`src/rgbhsv_pkg.sv`:
```
// ============================================================================
// rgbhsv_pkg: shared types, widths and helpers for the RGB to HSV converter
// Holds the pixel structs, the divider lane type and the one-bit divide step.
// ============================================================================
package rgbhsv_pkg;

    localparam int CompBits = 8;                  // width of one color component
    localparam int HueBits  = 15;                 // hue in 1/64 degree units
    localparam int SatBits  = 16;                 // saturation in Q0.16
    localparam int QuoBits  = 16;                 // quotient bits produced by the divider
    localparam int NumBits  = CompBits + QuoBits; // dividend width
    localparam int DivSteps = QuoBits;            // one quotient bit per pipeline stage
    localparam int AccBits  = NumBits + 2;        // signed width for the hue dividend

    localparam logic [HueBits-1:0] Hue60  = HueBits'(3840);
    localparam logic [HueBits-1:0] Hue0   = HueBits'(0);
    localparam logic [HueBits-1:0] Hue120 = HueBits'(7680);
    localparam logic [HueBits-1:0] Hue240 = HueBits'(15360);
    localparam logic [HueBits-1:0] Hue360 = HueBits'(23040);

    typedef struct packed {
        logic [CompBits-1:0] red;
        logic [CompBits-1:0] green;
        logic [CompBits-1:0] blue;
    } t_pix_in;

    typedef struct packed {
        logic [HueBits-1:0]  hue;
        logic [SatBits-1:0]  saturation;
        logic [CompBits-1:0] value;
    } t_pix_out;

    // One division in flight. The partial remainder sits in rem; low holds the
    // dividend bits still to be consumed and, from the bottom, the quotient bits
    // already produced.
    typedef struct packed {
        logic [CompBits-1:0] rem;
        logic [QuoBits-1:0]  low;
        logic [CompBits-1:0] divisor;
    } t_div_lane;

    typedef struct packed {
        t_div_lane           sat;
        t_div_lane           hue;
        logic [CompBits-1:0] value;
        logic                gray;
    } t_div_item;

    // Restoring division, one quotient bit.
    function automatic t_div_lane div_step(input t_div_lane lane);
        logic [CompBits:0] trial;
        logic              qbit;
        t_div_lane         res;
        trial = {lane.rem, lane.low[QuoBits-1]};
        qbit  = (trial >= {1'b0, lane.divisor});
        res   = lane;
        if (qbit) begin
            res.rem = CompBits'(trial - {1'b0, lane.divisor});
        end else begin
            res.rem = trial[CompBits-1:0];
        end
        res.low = {lane.low[QuoBits-2:0], qbit};
        return res;
    endfunction

endpackage

```
`src/rgbhsv_front.sv`:
```
// ============================================================================
// rgbhsv_front: extremes and dividends
// Two register stages: first the largest component, max minus min and the hue
// sector, then the saturation and hue dividends ready for the divider chain.
// ============================================================================
module rgbhsv_front (
    input  logic                  i_clk,
    input  logic                  i_rst_n,
    input  logic                  i_en,
    input  logic                  i_valid,
    input  rgbhsv_pkg::t_pix_in   i_pixel,
    output logic                  o_valid,
    output rgbhsv_pkg::t_div_item o_item
);
    import rgbhsv_pkg::*;

    // Stage 1
    logic [CompBits-1:0] n_mx, n_mn, n_a, n_c;
    logic [HueBits-1:0]  n_base;
    logic [CompBits-1:0] r_mx, r_d, r_a, r_c;
    logic [HueBits-1:0]  r_base;
    logic                r_v1;

    // Stage 2
    logic [NumBits-1:0]        n_sat_num;
    logic signed [CompBits:0]  n_diff;
    logic [AccBits-1:0]        n_base_term;
    logic signed [AccBits-1:0] n_hue_acc;
    t_div_item                 n_item;
    t_div_item                 r_item;
    logic                      r_v2;

    always_comb begin
        n_mx = i_pixel.red;
        if (i_pixel.green > n_mx) n_mx = i_pixel.green;
        if (i_pixel.blue  > n_mx) n_mx = i_pixel.blue;
        n_mn = i_pixel.red;
        if (i_pixel.green < n_mn) n_mn = i_pixel.green;
        if (i_pixel.blue  < n_mn) n_mn = i_pixel.blue;

        // Ties go to red first, then green.
        priority if (i_pixel.red == n_mx) begin
            n_a    = i_pixel.green;
            n_c    = i_pixel.blue;
            n_base = (i_pixel.green >= i_pixel.blue) ? Hue0 : Hue360;
        end else if (i_pixel.green == n_mx) begin
            n_a    = i_pixel.blue;
            n_c    = i_pixel.red;
            n_base = Hue120;
        end else begin
            n_a    = i_pixel.red;
            n_c    = i_pixel.green;
            n_base = Hue240;
        end
    end

    always_ff @(posedge i_clk) begin
        if (!i_rst_n) begin
            r_v1 <= 1'b0;
        end else if (i_en) begin
            r_v1 <= i_valid;
        end
    end

    always_ff @(posedge i_clk) begin
        if (i_en) begin
            r_mx   <= n_mx;
            r_d    <= n_mx - n_mn;
            r_a    <= n_a;
            r_c    <= n_c;
            r_base <= n_base;
        end
    end

    // The hue dividend is base*d + 60deg*(a - c); it is never negative, and
    // the quotient stays below 360 degrees, so 16 quotient bits are enough.
    always_comb begin
        n_sat_num   = NumBits'({r_d, QuoBits'(0)}) - NumBits'(r_d);
        n_diff      = $signed({1'b0, r_a}) - $signed({1'b0, r_c});
        n_base_term = AccBits'(r_base) * AccBits'(r_d);
        n_hue_acc   = $signed(n_base_term)
                    + $signed(AccBits'(Hue60)) * AccBits'(n_diff);

        n_item.sat.rem     = n_sat_num[NumBits-1 -: CompBits];
        n_item.sat.low     = n_sat_num[QuoBits-1:0];
        n_item.sat.divisor = r_mx;
        n_item.hue.rem     = n_hue_acc[NumBits-1 -: CompBits];
        n_item.hue.low     = n_hue_acc[QuoBits-1:0];
        n_item.hue.divisor = r_d;
        n_item.value       = r_mx;
        n_item.gray        = (r_d == '0);
    end

    always_ff @(posedge i_clk) begin
        if (!i_rst_n) begin
            r_v2 <= 1'b0;
        end else if (i_en) begin
            r_v2 <= r_v1;
        end
    end

    always_ff @(posedge i_clk) begin
        if (i_en) begin
            r_item <= n_item;
        end
    end

    assign o_valid = r_v2;
    assign o_item  = r_item;

endmodule

```
`src/rgbhsv_div_step.sv`:
```
// ============================================================================
// rgbhsv_div_step: one stage of the divider chain
// Produces one quotient bit for the saturation and the hue division.
// ============================================================================
module rgbhsv_div_step (
    input  logic                  i_clk,
    input  logic                  i_rst_n,
    input  logic                  i_en,
    input  logic                  i_valid,
    input  rgbhsv_pkg::t_div_item i_item,
    output logic                  o_valid,
    output rgbhsv_pkg::t_div_item o_item
);
    import rgbhsv_pkg::*;

    t_div_item n_item;
    t_div_item r_item;
    logic      r_valid;

    always_comb begin
        n_item     = i_item;
        n_item.sat = div_step(i_item.sat);
        n_item.hue = div_step(i_item.hue);
    end

    always_ff @(posedge i_clk) begin
        if (!i_rst_n) begin
            r_valid <= 1'b0;
        end else if (i_en) begin
            r_valid <= i_valid;
        end
    end

    always_ff @(posedge i_clk) begin
        if (i_en) begin
            r_item <= n_item;
        end
    end

    assign o_valid = r_valid;
    assign o_item  = r_item;

endmodule

```
`src/rgb_to_hsv_converter_core.sv`:
```
// An accepted request passes the front stages and then the divider chain, one
// quotient bit per stage.
// Throughput: one pixel per cycle; the whole pipeline holds while a result
// waits on o_valid with i_stall high.
// Reset (synchronous, active low) clears all stage valid bits; data is not reset.
// ============================================================================
// rgb_to_hsv_converter_core: pipelined RGB to HSV pixel converter
// Front stages find the extremes and dividends; a chain of divide stages
// forms saturation and hue; the last stage register drives the output.
// ============================================================================
module rgb_to_hsv_converter_core (
    input  logic                 i_clk,
    input  logic                 i_rst_n,
    input  logic                 i_valid,
    output logic                 o_stall,
    input  rgbhsv_pkg::t_pix_in  i_pixel,
    output logic                 o_valid,
    input  logic                 i_stall,
    output rgbhsv_pkg::t_pix_out o_pixel
);
    import rgbhsv_pkg::*;

    logic      en;
    logic      stage_valid [DivSteps+1];
    t_div_item stage_item  [DivSteps+1];
    t_div_item last_item;

    // Every stage moves together unless the finished result is being held.
    assign en      = !(stage_valid[DivSteps] && i_stall);
    assign o_stall = !en;

    rgbhsv_front u_front (
        .i_clk   (i_clk),
        .i_rst_n (i_rst_n),
        .i_en    (en),
        .i_valid (i_valid),
        .i_pixel (i_pixel),
        .o_valid (stage_valid[0]),
        .o_item  (stage_item[0])
    );

    for (genvar s = 0; s < DivSteps; s++) begin : g_div
        rgbhsv_div_step u_step (
            .i_clk   (i_clk),
            .i_rst_n (i_rst_n),
            .i_en    (en),
            .i_valid (stage_valid[s]),
            .i_item  (stage_item[s]),
            .o_valid (stage_valid[s+1]),
            .o_item  (stage_item[s+1])
        );
    end

    assign last_item = stage_item[DivSteps];
    assign o_valid   = stage_valid[DivSteps];

    // Gray pixels have no defined hue; both divisions are overridden with zero.
    always_comb begin
        o_pixel.value = last_item.value;
        if (last_item.gray) begin
            o_pixel.hue        = '0;
            o_pixel.saturation = '0;
        end else begin
            o_pixel.hue        = last_item.hue.low[HueBits-1:0];
            o_pixel.saturation = last_item.sat.low[SatBits-1:0];
        end
    end

endmodule
```
`config.mk`:
```
export PLATFORM = sky130hd
export DESIGN_NAME = rgb_to_hsv_converter_core
export DESIGN_NICKNAME = d
export VERILOG_FILES = /design/src/rgbhsv_pkg.sv /design/src/rgbhsv_front.sv /design/src/rgbhsv_div_step.sv /design/src/rgb_to_hsv_converter_core.sv
export SDC_FILE = /design/constraint.sdc
export NUM_CORES = 2
export LEC_CHECK = 0
export ABC_AREA = 0
export BUFFER_PORTS_ARGS = -buffer_cell sky130_fd_sc_hd__buf_2
export CAP_MARGIN = 20
export CORE_MARGIN = 4
export CORE_UTILIZATION = 45
export CTS_CLUSTER_DIAMETER = 60
export CTS_CLUSTER_SIZE = 8
export DETAILED_ROUTE_END_ITERATION = 16
export HOLD_SLACK_MARGIN = 0.12
export SLEW_MARGIN = 15
export SYNTH_ARGS = -nofsm -noshare
export SYNTH_HDL_FRONTEND = slang
export SYNTH_SLANG_ARGS = --single-unit
```
`constraint.sdc`:
```
create_clock -name i_clk -period 34.9 [get_ports i_clk]
set_input_delay 6.98 -clock i_clk [delete_from_list [all_inputs] [get_ports i_clk]]
set_output_delay 6.98 -clock i_clk [all_outputs]
set_load 0.005 [all_outputs]
```
* After elaboration in Yosys (flattened, before gate mapping) *
Index checks and enable logic that the tools add are counted.

word-level totals
  flip-flop bits (word level) = 1145
  word-level logic and storage cells = 258
  bits of input ports = 28
  output and inout bits = 41

operators by class
  equal/unequal tests = 2
  reductions and logical operators = 2
  add/sub/neg operators = 34
  multipliers = 2
  multiplexer cells = 42
  order comparisons = 37

operators by type and width
  kind                                                                number
  8-bit 2-to-1 mux                                                    38
  9-bit by 8-bit >= comparator with 1-bit output                      32
  8-bit subtractor                                                    31
  31-bit 2-to-1 mux                                                   1
  15-bit 2-to-1 mux                                                   2
  24-bit adder                                                        1
  24-bit by 8-bit subtractor with 24-bit output                       1
  15-bit by 8-bit multiplier with 23-bit output                       1
  8-bit equality test                                                 2
  8-bit greater-than comparator                                       2
  8-bit less-than comparator                                          2
  5-bit by 9-bit multiplier with 14-bit output, first input constant  1
  14-bit 2-to-1 mux                                                   1
  8-bit by 8-bit subtractor with 9-bit output                         1
  8-bit >= comparator                                                 1
  8-bit logical NOT                                                   1
  1-bit logical AND                                                   1

* Logic depth before layout (Yosys ltp) *
  depth after elaboration = 7
  gate-level depth with buffers = 28
  mapped depth without buffers = 28

* By module *
Synthesis repeated with hierarchy kept, for this count alone.

second synthesis, totals
  cell total of the unflattened synthesis = 4139
  area total of the unflattened synthesis = 59971.3 µm²

modules (own cells, without submodules)
  module                                  area each (µm²)  cells each  sequential area each (µm²)  times used
  rgbhsv_div_step (g_div[0].u_step ...)   3164.3           198         2212.1                      9
  rgbhsv_div_step (g_div[14].u_step ...)  3188.1           202         2212.1                      6
  rgbhsv_front                            8954.8           904         2802.7                      1
  rgbhsv_div_step (g_div[5].u_step)       3171.8           205         2212.1                      1
  rgb_to_hsv_converter_core               237.7            36          0.0                         1

* Least setup slack after synthesis *
No wires, ideal clock.

  path kind = input to register
  start = input i_stall
  end = register g_div[0].u_step.r_item, in the netlist g_div[0].u_step.o_item[0], enable pin
  path buffers = 1
  cell stages on the path = 2
  slack = -569 ps
  library setup time = 1729 ps
  data arrival time = 33739 ps
  required time = 33171 ps
  cell sequence = nand2_1 clkbuf_1

on the way
  word-level cells in the longest chain between the ends = 1

RTL lines
  what                  RTL line                         RTL
  from (decl)           rgb_to_hsv_converter_core.sv:18  input logic i_stall,
  1-bit logical AND     rgb_to_hsv_converter_core.sv:29  assign en = !(stage_valid[DivSteps] && i_stall);
  to (signal assigned)  rgbhsv_div_step.sv:36            r_item <= n_item;
  to (decl)             rgbhsv_div_step.sv:17            t_div_item r_item;

Every way passes these cells.
A chain may end at the register's enable or synchronous reset.

* Worst setup path after layout *
  start = input i_stall
  end = output o_stall

on the way
  word-level cells in the longest chain between the ends = 1

RTL lines
  what               RTL line                         RTL
  1-bit logical AND  rgb_to_hsv_converter_core.sv:29
  to (decl)          rgb_to_hsv_converter_core.sv:15  output logic o_stall,

Every way passes these cells.

==> results.md <==
* Worst Tran Pin Value at 1.03 ns
* Slowest stage delay, CP at 0.58 ns
* Area leader, netlist: edfxtp_1
* Setup crit start kind: primary input
* Fillers at 8,976
* Post-CTS Setup Bufs at 0
* Synth Cell Area at 48,800 µm²
* Worst Path Max Fanout at 43
* Post-synth top area share at 60.4%
* GRT overflow at 0
* Die area at 114,000 µm²
* DRC Markers at 0
* Starting Density at 45.5%
* P&R area growth vs syn at 12.6%
* Routed WL per cell at 14.5 µm
* Initial antenna violation count at 0
* Crit path required time at about 28 ns
* RSZ-0062 raised after global routing: no
* Vias at 26,300
* Vias/cell at about 5
* TNS Setup at 0 ns
* Avg Synthesized Cell Area at approximately 13 µm²
* Clock Skew at 0.0301 ns
* Largest cells by area after synthesis: edfxtp_1 (60%), ha_1 (9.7%), inv_1 (4.1%)
* Num CTS Buffers at 146
* ANT cells at 0
* H-tree depth at 4
* Clock Latency Late Sink at ~0.73 ns
* CTS resizes at 0
* Part of the Yosys area used for sequential elements at 61.1%
* Number of hold buffers added after CTS at 0
* Die Y at between 300 and 400 µm
* Largest net degree at the start of global routing at 186
* Hold Path Class: reg2reg
* Syn Inst Count at 3,644
* Worst path cell trace: buf_2, nand2_4, clkinv_1, buf_2
* Outcome: finished clean
* Top-count cell post-synth: edfxtp_1
* Final setup viols at 0
* Placer Congestion at around 0.83
* Hpwl dp at 52,900 µm
* PortBufs at about 70
* Antenna Nets Post-Route at 0
* DRT iter0 DRCs at about 1,100
* Most frequent CP cell: buf_2
* Post-Route WL at about 76,000 µm
* Most used DFF post-synth: edfxtp_1
* Buffers and inverters on the worst path at 3
* Critical path data arrival time at 8.36 ns
* Post-synth top cells: edfxtp_1 (982), inv_1 (529), ha_1 (377)
* FF+latch count, synth at 1,000
* Final worst path period need at approximately 15 ns
* Synth Net Count at 4,117
* Synth async-reset ratio at 0%
* Max cap viols at 0
* Setup CP Type: in2out
* Clock Tree Buf Depth at 3
* Final slew viol count at 0
* Slew HR at between 30% and 40%
* Count of different cell masters after synthesis at 67
* CORE AREA at 107,000 µm²
* CTS clock-pin slew for the worst setup and hold paths at approximately 0.050 ns
* Layout cell share with drive strength beyond 1 at between 10% and 20%
* EDFF count, synth at 982
* Slowest CP cell: clkinv_1
* Nature of the critical path endpoint: output pin
* All-Layer GR Usage at 13.8%
* Row count at 120
* First-pass GRT wire length at roughly 130,000 µm
* Io pins at 69
* Final worst-path cycle share at 43.9%
* # nets final at between 4,000 and 5,000
* CTS sink cnt at approximately 1,000
* DRT Pass-1 Iters at 5
* Vias in the first global route at 27,100
* Root Driver: clkbuf_16
* Crit path max-delay family: buffers and inverters
* CTS tree: built
* Hold Vio Cnt, Final at 0
* Synth Warn # at 0
* F_max at 65.2 MHz
* Die X at about 340 µm
==> layout make-up <==
class	instances	area, µm²	area share (%)
flip-flops and latches	1000	29800	54.3
repair buffers	85	513	0.933
well taps	1403	1760	3.19
multi-input cells	2077	16800	30.6
inverters	531	1990	3.63
clock buffers	162	3730	6.79
clock inverters	20	305	0.555
==> state kept, by name, summed over array words and instances, names as in the netlist <==
| signal | cells |
|---|---|
| g_div.u_step.o_item | 890 |
| u_front.o_item | 55 |
| g_div.u_step.o_valid | 16 |
| u_front.r_a | 8 |
| u_front.r_c | 8 |
| u_front.r_d | 8 |
| u_front.r_mx | 8 |
| u_front.r_base | 5 |
| u_front.o_valid | 1 |
| u_front.r_v1 | 1 |
==> per-stage QoR <==
step	worst slack [ns]	hold slack, ns	cells	utilization [%]	area, µm²
after floorplan	14.50	0.400	3644	-	48900
after global placement	19.53	0.400	5093	47.4	50900
after detailed placement	19.50	0.405	5093	47.4	50900
after CTS	19.51	0.397	5275	51.2	54900
after global routing	19.38	0.409	5278	51.2	55000
final	19.56	0.399	5278	51.2	55000
==> cells in the final DEF, fill, tap and decap left out, types with 38 or more instances in the layout <==
cell / Yosys / layout
nor2b_1: 105 / 105
xor2_1: 58 / 58
a21o_1: 56 / 56
ha_1: 377 / 377
o21ai_0: 178 / 178
inv_1: 529 / 529
nand2_1: 138 / 137
buf_2: 4 / 68
nand4_1: 56 / 56
nand2b_1: 38 / 38
clkbuf_16: 0 / 147
xnor2_1: 107 / 107
nor2_1: 288 / 288
mux2i_1: 88 / 88
mux2_2: 153 / 153
a21oi_1: 85 / 85
fa_1: 68 / 68
a21boi_0: 112 / 112
edfxtp_1: 982 / 982
==> path summary, 6_finish.rpt <==
path,start,to,slack [ns],cells past startpoint
worst max-delay path,i_stall,o_stall,19.56,4
worst min-delay path,g_div[11].u_step.o_item[62]$_DFFE_PN_,g_div[12].u_step.o_item[63]$_DFFE_PN_,0.40,0
worst max register to register,u_front.r_a[0]$_DFFE_PN_,u_front.o_item[40]$_DFFE_PN_,28.28,25
worst min register to register,g_div[11].u_step.o_item[62]$_DFFE_PN_,g_div[12].u_step.o_item[63]$_DFFE_PN_,0.40,0
==> cells by family after synthesis <==
| logic type | Yosys count | synth area share (%) |
|---|---|---|
| AOI/OAI and AO/OA | 516 | 6.74 |
| muxes | 247 | 5.48 |
| and+or+nand+nor | 704 | 6.79 |
| xor gates and xnor gates | 165 | 2.96 |
| buffers and inverters | 567 | 4.48 |
| DFF | 1000 | 61.1 |
| adders and majority gates | 445 | 12.4 |
==> per-layer routing <==
| layer | track usage (%) | vias up | wire [µm] |
|---|---|---|---|
| li1 | - | 13300 | - |
| met1 | 15.4 | 12600 | 31200 |
| met2 | 25.7 | 317 | 40500 |
| met3 | 2.95 | 149 | 2650 |
| met4 | 5.25 | 0 | 2000 |
| met5 | 0 | - | 0 |
Power is left out: the tool's default activity adds up to more than one toggle a clock period on the data nets, which glitch-free logic cannot reach.
